## src/sc2a_pkg.sv

```systemverilog
// Shared types, key codes and character tables for the set-1 scancode translator.
// No dependencies; imported by sc2a_decode, scancode_to_ascii_translator and its testbench.
package sc2a_pkg;

    // Key numbers within the 7-bit key field
    localparam logic [6:0] KEY_CTRL   = 7'd29;
    localparam logic [6:0] KEY_LSHIFT = 7'd42;
    localparam logic [6:0] KEY_RSHIFT = 7'd54;
    localparam logic [6:0] KEY_CAPS   = 7'd58;
    localparam logic [6:0] KEY_F1     = 7'd59;
    localparam logic [6:0] KEY_F4     = 7'd62;
    localparam logic [6:0] TABLE_LEN  = 7'd89;
    localparam logic [7:0] CASE_BIT   = 8'h20;

    // Result kinds
    localparam logic EVT_CHAR    = 1'b0;
    localparam logic EVT_CONSOLE = 1'b1;

    // Modifier flags
    typedef struct packed {
        logic shift_held;
        logic caps_locked;
        logic ctrl_held;
    } flags_t;

    // One decoded result
    typedef struct packed {
        logic       has_result;
        logic       event_kind;
        logic [7:0] char_code;
        logic [1:0] console_index;
    } result_t;

    // Unshifted character table
    function automatic logic [7:0] plain_map(input logic [6:0] idx);
        logic [7:0] ch;
        case (idx)
            7'd2:  ch = 8'h31;
            7'd3:  ch = 8'h32;
            7'd4:  ch = 8'h33;
            7'd5:  ch = 8'h34;
            7'd6:  ch = 8'h35;
            7'd7:  ch = 8'h36;
            7'd8:  ch = 8'h37;
            7'd9:  ch = 8'h38;
            7'd10: ch = 8'h39;
            7'd11: ch = 8'h30;
            7'd12: ch = 8'h2D;
            7'd13: ch = 8'h3D;
            7'd14: ch = 8'h08;
            7'd16: ch = 8'h71;
            7'd17: ch = 8'h77;
            7'd18: ch = 8'h65;
            7'd19: ch = 8'h72;
            7'd20: ch = 8'h74;
            7'd21: ch = 8'h79;
            7'd22: ch = 8'h75;
            7'd23: ch = 8'h69;
            7'd24: ch = 8'h6F;
            7'd25: ch = 8'h70;
            7'd26: ch = 8'h5B;
            7'd27: ch = 8'h5D;
            7'd28: ch = 8'h0D;
            7'd30: ch = 8'h61;
            7'd31: ch = 8'h73;
            7'd32: ch = 8'h64;
            7'd33: ch = 8'h66;
            7'd34: ch = 8'h67;
            7'd35: ch = 8'h68;
            7'd36: ch = 8'h6A;
            7'd37: ch = 8'h6B;
            7'd38: ch = 8'h6C;
            7'd39: ch = 8'h3B;
            7'd40: ch = 8'h27;
            7'd41: ch = 8'h60;
            7'd43: ch = 8'h23;
            7'd44: ch = 8'h7A;
            7'd45: ch = 8'h78;
            7'd46: ch = 8'h63;
            7'd47: ch = 8'h76;
            7'd48: ch = 8'h62;
            7'd49: ch = 8'h6E;
            7'd50: ch = 8'h6D;
            7'd51: ch = 8'h2C;
            7'd52: ch = 8'h2E;
            7'd53: ch = 8'h2F;
            7'd57: ch = 8'h20;
            7'd72: ch = 8'd21;
            7'd75: ch = 8'd12;
            7'd77: ch = 8'd18;
            7'd80: ch = 8'd4;
            7'd83: ch = 8'd127;
            7'd86: ch = 8'h5C;
            default: ch = 8'h00;
        endcase
        return ch;
    endfunction

    // Shifted character table
    function automatic logic [7:0] shift_map(input logic [6:0] idx);
        logic [7:0] ch;
        case (idx)
            7'd2:  ch = 8'h21;
            7'd3:  ch = 8'h22;
            7'd4:  ch = 8'h23;
            7'd5:  ch = 8'h24;
            7'd6:  ch = 8'h25;
            7'd7:  ch = 8'h5E;
            7'd8:  ch = 8'h26;
            7'd9:  ch = 8'h2A;
            7'd10: ch = 8'h28;
            7'd11: ch = 8'h29;
            7'd12: ch = 8'h5F;
            7'd13: ch = 8'h2B;
            7'd14: ch = 8'h08;
            7'd16: ch = 8'h51;
            7'd17: ch = 8'h57;
            7'd18: ch = 8'h45;
            7'd19: ch = 8'h52;
            7'd20: ch = 8'h54;
            7'd21: ch = 8'h59;
            7'd22: ch = 8'h55;
            7'd23: ch = 8'h49;
            7'd24: ch = 8'h4F;
            7'd25: ch = 8'h50;
            7'd26: ch = 8'h7B;
            7'd27: ch = 8'h7D;
            7'd28: ch = 8'h0D;
            7'd30: ch = 8'h41;
            7'd31: ch = 8'h53;
            7'd32: ch = 8'h44;
            7'd33: ch = 8'h46;
            7'd34: ch = 8'h47;
            7'd35: ch = 8'h48;
            7'd36: ch = 8'h4A;
            7'd37: ch = 8'h4B;
            7'd38: ch = 8'h4C;
            7'd39: ch = 8'h3A;
            7'd40: ch = 8'h40;
            7'd41: ch = 8'h60;
            7'd43: ch = 8'h23;
            7'd44: ch = 8'h5A;
            7'd45: ch = 8'h58;
            7'd46: ch = 8'h43;
            7'd47: ch = 8'h56;
            7'd48: ch = 8'h42;
            7'd49: ch = 8'h4E;
            7'd50: ch = 8'h4D;
            7'd51: ch = 8'h3C;
            7'd52: ch = 8'h3E;
            7'd53: ch = 8'h3F;
            7'd57: ch = 8'h20;
            7'd74: ch = 8'h2D;
            7'd76: ch = 8'h35;
            7'd78: ch = 8'h2B;
            7'd83: ch = 8'd127;
            7'd86: ch = 8'h7C;
            default: ch = 8'h00;
        endcase
        return ch;
    endfunction

    // Ctrl table: control codes on letter keys, shifted table elsewhere
    function automatic logic [7:0] ctrl_map(input logic [6:0] idx);
        logic [7:0] ch;
        case (idx)
            7'd16: ch = 8'd17;
            7'd17: ch = 8'd23;
            7'd18: ch = 8'd5;
            7'd19: ch = 8'd18;
            7'd20: ch = 8'd20;
            7'd21: ch = 8'd25;
            7'd22: ch = 8'd21;
            7'd23: ch = 8'd9;
            7'd24: ch = 8'd15;
            7'd25: ch = 8'd16;
            7'd30: ch = 8'd1;
            7'd31: ch = 8'd19;
            7'd32: ch = 8'd4;
            7'd33: ch = 8'd6;
            7'd34: ch = 8'd7;
            7'd35: ch = 8'd8;
            7'd36: ch = 8'd10;
            7'd37: ch = 8'd11;
            7'd38: ch = 8'd12;
            7'd44: ch = 8'd26;
            7'd45: ch = 8'd24;
            7'd46: ch = 8'd3;
            7'd47: ch = 8'd22;
            7'd48: ch = 8'd2;
            7'd49: ch = 8'd14;
            7'd50: ch = 8'd13;
            default: ch = shift_map(idx);
        endcase
        return ch;
    endfunction

endpackage

```

## src/sc2a_decode.sv

```systemverilog
// Combinational decode of one scancode: next modifier flags and the result.
// Depends on sc2a_pkg for key codes, tables and the flag/result structs.
module sc2a_decode (
    input  logic [7:0]      scan_code,
    input  sc2a_pkg::flags_t flags,
    output sc2a_pkg::flags_t flags_next,
    output sc2a_pkg::result_t result
);
    import sc2a_pkg::*;

    logic [6:0] key;
    logic [7:0] ch_raw;
    logic [7:0] ch;
    logic [6:0] f_off;

    assign key   = scan_code[6:0];
    assign f_off = key - KEY_F1;

    // Pick the table by modifier precedence, zero past the table end
    always_comb
    begin
        if (key >= TABLE_LEN)
            ch_raw = 8'h00;
        else if (flags.ctrl_held)
            ch_raw = ctrl_map(key);
        else if (flags.shift_held)
            ch_raw = shift_map(key);
        else
            ch_raw = plain_map(key);
    end

    // Swap letter case under caps lock
    always_comb
    begin
        ch = ch_raw;
        if (flags.caps_locked)
        begin
            if (ch_raw inside {[8'h41:8'h5A]})
                ch = ch_raw + CASE_BIT;
            else if (ch_raw inside {[8'h61:8'h7A]})
                ch = ch_raw - CASE_BIT;
        end
    end

    // Update flags and form the result
    always_comb
    begin
        flags_next           = flags;
        result.has_result    = 1'b0;
        result.event_kind    = EVT_CHAR;
        result.char_code     = 8'h00;
        result.console_index = 2'd0;
        if (scan_code[7])
        begin
            if (key == KEY_LSHIFT || key == KEY_RSHIFT)
                flags_next.shift_held = 1'b0;
            else if (key == KEY_CTRL)
                flags_next.ctrl_held = 1'b0;
        end
        else if (key == KEY_LSHIFT || key == KEY_RSHIFT)
            flags_next.shift_held = 1'b1;
        else if (key == KEY_CTRL)
            flags_next.ctrl_held = 1'b1;
        else if (key == KEY_CAPS)
            flags_next.caps_locked = !flags.caps_locked;
        else if (key inside {[KEY_F1:KEY_F4]})
        begin
            result.has_result    = 1'b1;
            result.event_kind    = EVT_CONSOLE;
            result.console_index = f_off[1:0];
        end
        else
        begin
            result.has_result = 1'b1;
            result.char_code  = ch;
        end
    end

endmodule

```

## src/scancode_to_ascii_translator.sv

```systemverilog
// Set-1 scancode to character translator, top level.
// A scancode is held in the input register, decoded, then held in the result register.
// Throughput: one scancode per cycle while the result register is free, set by the
// single decode stage between the registers; modifier and caps codes give no result.
// Reset: rst_n clears the shift, caps lock and ctrl flags and empties both stages.
// Depends on sc2a_pkg and sc2a_decode.
module scancode_to_ascii_translator (
    input  logic       clk,
    input  logic       rst_n,
    input  logic       in_valid,
    output logic       in_ready,
    input  logic [7:0] scan_code,
    output logic       out_valid,
    input  logic       out_ready,
    output logic       event_kind,
    output logic [7:0] char_code,
    output logic [1:0] console_index
);
    import sc2a_pkg::*;

    logic       s1_valid_reg;
    logic [7:0] s1_code_reg;
    flags_t     flags_reg;
    flags_t     flags_next;
    result_t    dec_result;
    logic       out_valid_reg;
    logic       out_kind_reg;
    logic [7:0] out_char_reg;
    logic [1:0] out_con_reg;
    logic       out_free;
    logic       s1_advance;

    sc2a_decode u_decode (
        .scan_code  (s1_code_reg),
        .flags      (flags_reg),
        .flags_next (flags_next),
        .result     (dec_result)
    );

    // Advance the input stage when its result has room or it makes none
    assign out_free   = !out_valid_reg || out_ready;
    assign s1_advance = s1_valid_reg && (!dec_result.has_result || out_free);
    assign in_ready   = !s1_valid_reg || s1_advance;

    // Input stage control
    always_ff @(posedge clk or negedge rst_n)
    begin
        if (!rst_n)
            s1_valid_reg <= 1'b0;
        else if (in_ready)
            s1_valid_reg <= in_valid;
    end

    // Input stage payload
    always_ff @(posedge clk)
    begin
        if (in_valid && in_ready)
            s1_code_reg <= scan_code;
    end

    // Commit modifier flags as each transaction leaves the input stage
    always_ff @(posedge clk or negedge rst_n)
    begin
        if (!rst_n)
            flags_reg <= '0;
        else if (s1_advance)
            flags_reg <= flags_next;
    end

    // Result register control
    always_ff @(posedge clk or negedge rst_n)
    begin
        if (!rst_n)
            out_valid_reg <= 1'b0;
        else if (out_free)
            out_valid_reg <= s1_advance && dec_result.has_result;
    end

    // Result register payload
    always_ff @(posedge clk)
    begin
        if (out_free && s1_advance && dec_result.has_result)
        begin
            out_kind_reg <= dec_result.event_kind;
            out_char_reg <= dec_result.char_code;
            out_con_reg  <= dec_result.console_index;
        end
    end

    assign out_valid     = out_valid_reg;
    assign event_kind    = out_kind_reg;
    assign char_code     = out_char_reg;
    assign console_index = out_con_reg;

`ifndef SYNTH
    a_empty_ready: assert property (@(posedge clk) disable iff (!rst_n)
        !s1_valid_reg |-> in_ready)
        else $error("input stage empty but not ready");

    a_s1_hold: assert property (@(posedge clk) disable iff (!rst_n)
        s1_valid_reg && !s1_advance |=> s1_valid_reg && $stable(s1_code_reg))
        else $error("stalled input stage lost its scancode");

    a_console_zero_char: assert property (@(posedge clk) disable iff (!rst_n)
        out_valid && event_kind == EVT_CONSOLE |-> char_code == 8'h00)
        else $error("console switch result carries a character");

    a_char_zero_index: assert property (@(posedge clk) disable iff (!rst_n)
        out_valid && event_kind == EVT_CHAR |-> console_index == 2'd0)
        else $error("character result carries a console index");

    a_caps_toggle: assert property (@(posedge clk) disable iff (!rst_n)
        !$stable(flags_reg.caps_locked) |->
            $past(s1_advance && s1_code_reg == {1'b0, KEY_CAPS}))
        else $error("caps lock changed without a caps press");
`endif

endmodule

```

## config.mk

```make
export PLATFORM = sky130hd
export DESIGN_NAME = scancode_to_ascii_translator
export DESIGN_NICKNAME = d
export VERILOG_FILES = /design/src/sc2a_pkg.sv /design/src/sc2a_decode.sv /design/src/scancode_to_ascii_translator.sv
export SDC_FILE = /design/constraint.sdc
export NUM_CORES = 1
export LEC_CHECK = 0
export BUFFER_PORTS_ARGS = -buffer_cell sky130_fd_sc_hd__buf_2
export CORE_ASPECT_RATIO = 2
export CORE_MARGIN = 3
export CORE_UTILIZATION = 61
export CTS_BUF_LIST = sky130_fd_sc_hd__clkbuf_4 sky130_fd_sc_hd__clkbuf_8 sky130_fd_sc_hd__clkbuf_16
export DETAILED_ROUTE_END_ITERATION = 6
export PLACE_DENSITY = 0.82
export REMOVE_ABC_BUFFERS = 1
export SLEW_MARGIN = 20
export SYNTH_ARGS = -nofsm -noshare
export SYNTH_HDL_FRONTEND = slang
export SYNTH_HIERARCHICAL = 1
export SYNTH_SLANG_ARGS = --single-unit
```

## constraint.sdc

```tcl
create_clock -name clk -period 5.2 [get_ports clk]
set_clock_uncertainty 0.15 [all_clocks]
set_input_delay 0.26 -clock clk [delete_from_list [all_inputs] [get_ports clk]]
set_output_delay 0.26 -clock clk [all_outputs]
set_load 0.005 [all_outputs]
```

==> results.cfg, run 1 <==
[setup_path]
r2r_end = char_code[7]
arrival_ps = 4540
setup.worst_path.start = s1_code_reg[0]
critPathKind = flip-flop to flip-flop
crit-reg2reg-launch = s1_code_reg[0]
end_kind = flip-flop
endpoint = char_code[7]
worstPathRequired_ps = 5160
reg2reg_depth = 15
r2r_setup_slack_ps = 610
path_max_fanout = 18
start_kind = flip-flop

[finish]
syn_to_final_growth_pct = 5.56
num_antenna_cells = 0
fin_cells = 486
fillers = 466
utilization = 0.673
drive_above_1_share = 0.173
final_cell_area_mm2 = 0.00352
nets = 458

[timing]
max_slew_margin = 0.286
tns_ps = 0
worstMarginPinSlew_ps = 1070
setup_viol = 0
drv_slew = 0
finalCriticalPeriod_ps = 4590
rsz0062_at_grt = no
hold_violations = 0
timing.fmax_mhz = 218
period_share = 0.882

[drt]
final_antenna_net_count = 0
drc = 0
via_per_inst = 7.60
wire_per_inst_um = 26.8
vias = 3693
drt_iter0_markers = 473
first_pass_iters = 5
wl_um = 13000

[min_path]
hold_path.class = primary input to flip-flop

[clock_tree]
cts_made_buffers = 3
postCtsSetupBuffers = 0
cts_root_buffer = clkbuf_8
clk_pin_slew_ps = 90
htreeDepth = 1
clockBufferDepth = 2
cts_resized = 0
hold_buffers = 1
cts_tree = built
insertion_delay_ps = 260
numClockSinks = 24

[placed_design]
port_buffers = 24
gp_congestion = 1.14
post_dp_cell_area_mm2 = 0.00345
dp_hpwl_um = 9480
dp_cells = 481

[synthesis]
yosysSeqAreaShare = 0.209
synth_cells = 417
synth-seq-cells = 24
synth_edf_count = 19
yosys_warnings = 6
async_flop_share = 0.208
netlist_area_mm2 = 0.00333
synth_flop_cell = edfxtp_1
syn-mean-instance-area_um2 = 7.99
synthDistinctLibCells = 78

[power_and_ir_drop]
p_leak_nw = 1.32
powerDensity_mw_per_mm2 = 238
ir_drop_mv = 0.248
total_power_mw = 0.836

[floorplan]
die_w_um = 58.3
chipHeight_um = 111
num_io_pins = 25
die-area_mm2 = 0.00644
row_count = 37
initial_core_util = 0.637
coreArea_mm2 = 0.00523

[grt]
grt_antenna_before_repair = 0
grt_max_degree = 34
grt_overflow_total = 0
first_global_vias = 3628
grt_usage = 0.414
grt_pass1_wl_um = 20100

[run_status]
outcome = finished clean

[job]
maxCapViolCount = 0
worst min-delay path by stage:
| stage | startpoint | to | slack, ps | depth (start not counted) |
|---|---|---|---|---|
| floorplan | rst_n | flags_reg[0] | -190 | 0 |
| global placement | rst_n | out_valid | -70 | 1 |
| detailed placement | rst_n | out_valid | -70 | 1 |
| CTS | scan_code[3] | s1_code_reg[3] | 10 | 1 |
| global route | scan_code[3] | s1_code_reg[3] | 4 | 1 |
| finish | scan_code[3] | s1_code_reg[3] | 20 | 1 |
routing by layer:
metal | part of all wire | global-route usage
met2 | 0.47 | 0.651
met5 | 0 | 0
met3 | 0.086 | 0.0772
met1 | 0.35 | 0.485
met4 | 0.10 | 0.293
worst max-delay path, cell delays in order, from the launching register on:
cell	delay [ps]
edfxtp_1	380
buf_4	230
ha_1	600
mux2i_1	400
nor2_1	410
a21oi_1	100
a2bb2oi_1	170
o21ai_0	310
nand2_1	220
inv_1	140
ha_1	190
o21ai_0	100
a21boi_0	360
o211ai_1	130
mux2_1	340
nor3b_2	190
power by group:
group	internal (mW)	switching (mW)	leakage, nW
Combinational	0.165	0.271	1.05
Clock	0.0675	0.0584	0.0288
Sequential	0.231	0.0428	0.243
Total	0.464	0.372	1.32
per-stage QoR:
stage | hold slack [ps] | setup slack, ps
after floorplan | -186 | 786
after global placement | -71.8 | 1020
after detailed placement | -71.8 | 830
after CTS | 14.6 | 796
after global routing | 3.84 | 342
final | 15.1 | 612
layout by cell type (no fill, tap or decap), drive strengths merged, types with 8 or more instances in the layout:
cell type / netlist / routed
buf: 23 / 41
nand2: 34 / 34
nor2: 31 / 31
a21oi: 29 / 29
o21ai: 26 / 26
edfxtp: 19 / 19
inv: 18 / 18
nand2b: 18 / 18
ha: 17 / 17
mux2i: 10 / 10
o211ai: 10 / 10
or2: 9 / 9
nor2b: 8 / 8
nand3: 8 / 8
cell type report:
cell class / count / area [µm²] / share of cell area
inverters: 18 / 67.6 / 0.0192
multi-input cells: 340 / 2370 / 0.674
flip-flops and latches: 24 / 696 / 0.198
clock buffers: 4 / 55.1 / 0.0156
well taps: 58 / 72.6 / 0.0206
repair buffers: 42 / 258 / 0.0733
synthesized netlist by cell type (5+ instances only):
| cell type | number | area share |
|---|---|---|
| a31oi_1 | 5 | 0.0094 |
| edfxtp_1 | 19 | 0.17 |
| nor3_1 | 7 | 0.011 |
| clkbuf_1 | 12 | 0.014 |
| or2_2 | 9 | 0.017 |
| o21ai_0 | 21 | 0.032 |
| dfrtp_1 | 5 | 0.038 |
| nand2b_1 | 18 | 0.034 |
| o22ai_1 | 5 | 0.0094 |
| o221ai_1 | 7 | 0.018 |
| inv_1 | 18 | 0.020 |
| a221oi_1 | 6 | 0.016 |
| nor2_1 | 31 | 0.035 |
| buf_4 | 6 | 0.014 |
| nand3_1 | 8 | 0.012 |
| o32ai_1 | 5 | 0.013 |
| a211oi_1 | 6 | 0.014 |
| nor2b_1 | 8 | 0.015 |
| a21oi_1 | 28 | 0.042 |
| mux2i_1 | 10 | 0.030 |
| ha_1 | 17 | 0.064 |
| buf_2 | 13 | 0.020 |
| nand2_1 | 34 | 0.038 |
| o211ai_1 | 8 | 0.018 |
logic make-up (layout without fill, tap and decap cells):
logic type	after synthesis	after routing	share of synthesized area
DFF	24	24	0.209
xor gates and xnor gates	5	5	0.0131
muxes	13	13	0.0435
AOI/OAI and AO/OA	159	159	0.357
adders and majority gates	17	17	0.0638
and+or+nand+nor	146	146	0.234
buffers and inverters	53	64	0.0803
Note: power is estimated with default switching activity, not from simulation.
==> run 2, diff against run 1 <==
CAP_MARGIN = 5   (was not set)
CORE_UTILIZATION = 35   (was 61)
PLACE_DENSITY = 0.52   (was 0.82)
==> run 2 against run 1 <==
  * Power grew 11%
  * Die area is 68% higher
  * Global-route usage is 14 points lower
  * Clock power rose by 75%
  * Combinational power fell by 1%
  * Worst setup slack worse by 11 ps
  * Maximum frequency down 0.24%
  * Cell count is 10% higher
  * Core utilization shrank 27 points
  * Critical path depth decreased by 1
  * Via count is 0.87% lower
  * Critical path type unchanged
==> results.cfg, run 2 (synthesized netlist as in run 1, its figures left out) <==
[floorplan]
num_io_pins = 25
die_w_um = 75.0
row_count = 49
initial_core_util = 0.365
coreArea_mm2 = 0.00914
chipHeight_um = 144
die-area_mm2 = 0.0108

[finish]
utilization = 0.401
layout_commonest_cell = nand2_1
nets = 463
num_antenna_cells = 0
final_cell_area_mm2 = 0.00366
final_cell_mix = nand2_1 (34), nor2_1 (31), a21oi_1 (28), buf_2 (24), buf_4 (22)
drive_above_1_share = 0.182
syn_to_final_growth_pct = 9.83

[setup_path]
start_kind = flip-flop
worstPathRequired_ps = 5150
path_max_fanout = 27
r2r_setup_slack_ps = 600
end_kind = flip-flop
arrival_ps = 4550
critPathKind = flip-flop to flip-flop

[drt]
vias = 3661
first_pass_iters = 5
via_per_inst = 6.84
wire_per_inst_um = 26.0
wl_um = 13900
final_antenna_net_count = 0
drt_iter0_markers = 330
drc = 0

[power_and_ir_drop]
total_power_mw = 0.927
ir_drop_mv = 0.289
powerDensity_mw_per_mm2 = 253
p_leak_nw = 1.37

[placed_design]
post_dp_cell_area_mm2 = 0.00355
dp_hpwl_um = 10800
gp_congestion = 1.05
pre_cts_slack_ps = 818
port_buffers = 24

[clock_tree]
cts_root_buffer = clkbuf_16
cts_made_buffers = 3
clockBufferDepth = 2
clk_pin_slew_ps = 60
cts_tree = built
numClockSinks = 24
cts_resized = 0
hold_buffers = 1
insertion_delay_ps = 260
htreeDepth = 1
postCtsSetupBuffers = 0

[grt]
first_global_vias = 3615
grt_max_degree = 28
grt_antenna_before_repair = 0
busiest_layer = met2
grtUsageMet2 = 0.467
grt_usage = 0.270
use_met1 = 0.265
grt_overflow_total = 0
grt_util_met3 = 0.0383
grt_pass1_wl_um = 21400

[timing]
hold_violations = 0
max_slew_margin = 0.392
worstMarginPinSlew_ps = 912
setup_slack_ps = 601
tns_ps = 0
rsz0062_at_grt = no
drv_slew = 0
period_share = 0.884
timing.fmax_mhz = 217
finalCriticalPeriod_ps = 4600
setup_viol = 0

[job]
maxCapViolCount = 0

[min_path]
hold_path.class = primary input to flip-flop

[run_status]
outcome = finished clean
-- run 2: cell count changes in the layout (fill, tap and decap cells not counted) --
cell / previous run / this run
bufinv_16: 0 / 1
buf_4: 17 / 22
clkbuf_8: 4 / 0
clkbuf_16: 0 / 3
-- run 2: per-layer routing --
layer  share of wire  vias up
li1                -     1634
met1            0.33     1758
met2            0.52      192
met3           0.047       77
met4            0.10        0
met5               0        -
-- run 2: stage by stage --
step / std cells / hold slack, ps
6_report: 535 / 18.6
5_1_grt: 535 / 7.74
4_1_cts: 535 / 11.7
3_5_place_dp: 530 / -62.9
3_3_place_gp: 530 / -63.9
2_1_floorplan: 382 / -186
-- run 2: critical path: stages, from the launching register on --
cell and delay, ps:
edfxtp_1 950, buf_4 360, or2_2 140, a21oi_1 60, o311ai_0 740, a2bb2oi_1 170, o21ai_0 320, nand2_1 190
inv_1 120, ha_1 190, o21ai_0 100, a21boi_0 320, o211ai_1 120, mux2_1 320, nor3b_2 180
-- run 2: final timing paths --
check	startpoint	endpoint	cells past startpoint
worst max-delay path	s1_code_reg[2]	char_code[7]	14
worst min-delay path	scan_code[5]	s1_code_reg[5]	1
worst max register to register	s1_code_reg[2]	char_code[7]	14
worst min register to register	s1_code_reg[7]	flags_reg[2]	3
max in group asynchronous	rst_n	out_valid	2
min in group asynchronous	rst_n	flags_reg[1]	2
-- run 2: where the power goes --
| part | switching [mW] | internal [mW] |
|---|---|---|
| combinational | 0.266 | 0.165 |
| clock | 0.0674 | 0.153 |
| sequential | 0.0442 | 0.231 |
| total | 0.378 | 0.549 |
-- run 2: final cells by class --
cell class                 count  area (µm²)
clock buffer                   3        75.1
clock inverter                 1        30.0
fill                         914        5470
inverter                      18        67.6
multi-input combinational    340        2370
sequential                    24         696
tap                          102         128
timing repair buffer          47         295
==> run 3, diff against run 2 <==
CORE_UTILIZATION = 60   (was 35)
PLACE_DENSITY = 0.81   (was 0.52)
==> run 3 against run 2 <==
  * The run now ends with design-rule violations left
  * Worst hold slack lost 11 ps
  * Via count grew 2.2%
  * Global-route usage grew 15 points
  * Critical path type unchanged
  * Critical endpoint unchanged
  * Largest power group unchanged
  * Highest routed layer unchanged
==> results.cfg, run 3 (synthesized netlist as in run 1, its figures left out) <==
[run_status]
outcome = complete, but fails checks
violations = design-rule violations

[finish]
num_antenna_cells = 0
multi_input_comb_area_mm2 = 0.00237
syn_to_final_growth_pct = 5.48
seqCellArea_um2 = 696
layout_commonest_cell = nand2_1
drive_above_1_share = 0.169
fillers = 465
final_cell_mix = nand2_1 (34), nor2_1 (31), a21oi_1 (28), buf_2 (24), o21ai_0 (21)
nets = 456

[setup_path]
r2r_setup_slack_ps = 480
max_stage_delay_ps = 620
start_kind = flip-flop
critPathKind = flip-flop to flip-flop
worstPathRequired_ps = 5170
end_kind = flip-flop
cp_slowest_cell = ha_1
path_max_fanout = 18
arrival_ps = 4690
worstPathCellList = buf_4, ha_1, mux2i_1, nor2_1, a21oi_1, a2bb2oi_1, o21ai_0, nand2_1, inv_1, ha_1, o21ai_0, a21boi_0, o211ai_1, mux2_1, nor3b_2

[drt]
via_per_inst = 7.73
vias = 3742
wire_per_inst_um = 27.7
final_antenna_net_count = 0
wl_um = 13400
drc = 5
drt_iter0_markers = 798
first_pass_iters = 7

[timing]
hold_violations = 0
setup_slack_ps = 484
worstMarginPinSlew_ps = 829
timing.fmax_mhz = 212
rsz0062_at_grt = no
worst_hold_slack_ps = 7.91
max_slew_margin = 0.433
period_share = 0.907
tns_ps = 0
setup_viol = 0
drv_slew = 0
finalCriticalPeriod_ps = 4720

[floorplan]
row_count = 37
die-area_mm2 = 0.00654
chipHeight_um = 111
coreArea_mm2 = 0.00528
die_w_um = 58.7
initial_core_util = 0.632
num_io_pins = 25

[grt]
grt_pass1_wl_um = 20700
grt_overflow_total = 0
grt_antenna_before_repair = 0
grt_usage = 0.422
first_global_vias = 3670
grt_max_degree = 41

[power_and_ir_drop]
ir_drop_mv = 0.271
p_leak_nw = 1.32
powerDensity_mw_per_mm2 = 237

[clock_tree]
clockBufferDepth = 2
clk_pin_slew_ps = 80
htreeDepth = 1
cts_tree = built
hold_buffers = 1
insertion_delay_ps = 270
cts_root_buffer = clkbuf_8
cts_made_buffers = 3
numClockSinks = 24
postCtsSetupBuffers = 0
cts_resized = 0

[placed_design]
pre_cts_slack_ps = 762
dp_hpwl_um = 9590
gp_congestion = 1.11
port_buffers = 24

[job]
maxCapViolCount = 0

[min_path]
hold_path.class = primary input to flip-flop
## run 3: changes by cell type in the layout (fill, tap and decap cells not counted)
cell / previous run / this run
buf_4: 22 / 14
buf_12: 0 / 1
bufinv_16: 1 / 0
clkbuf_16: 3 / 0
clkbuf_8: 0 / 4
## run 3: area by class of cell
class                           instances  area share
Multi-Input combinational cell        340       0.674
Timing Repair Buffer                   40      0.0726
Clock buffer                            4      0.0157
Inverter                               18      0.0192
Tap cell                               58      0.0206
Sequential cell                        24       0.198
## run 3: metrics by stage
stage                     cell area, µm²  cells  power (mW)   util
after global placement              3450    479       0.676  0.654
after detailed placement            3450    479       0.682  0.654
after floorplan                     3130    382       0.547      -
after CTS                           3520    484       0.813  0.666
after global routing                3520    484       0.871  0.666
final                               3520    484       0.835  0.666
## run 3: critical path: cells and delay by family (launching register included)
kind                       cells  cell delay [ps]
AOI/OAI and AO/OA              6             1200
adders and majority gates      2              830
buffers and inverters          2              370
DFF                            1              510
muxes                          2              720
and+or+nand+nor                3              780
## run 3: power by group
group / total [mW] / internal (mW) / switching, mW / leakage [nW]
Sequential: 0.273 / 0.231 / 0.0423 / 0.243
Combinational: 0.437 / 0.162 / 0.274 / 1.05
Clock: 0.124 / 0.0677 / 0.0566 / 0.0288
Total: 0.835 / 0.461 / 0.373 / 1.32
## run 3: final timing paths
kind	startpoint	to	depth (start not counted)
worst max-delay path	s1_code_reg[0]	char_code[7]	15
worst min-delay path	scan_code[6]	s1_code_reg[6]	1
worst max register to register	s1_code_reg[0]	char_code[7]	15
worst min register to register	s1_code_reg[7]	flags_reg[2]	3
max in group asynchronous	rst_n	s1_valid_reg	2
min in group asynchronous	rst_n	flags_reg[2]	2
## run 3: metal layers
metal	vias to the layer above	GRT usage	wire length (µm)
li1	1619	-	-
met1	1676	0.483	4320
met2	353	0.680	6450
met3	94	0.103	1470
met4	0	0.269	1170
met5	-	0	0
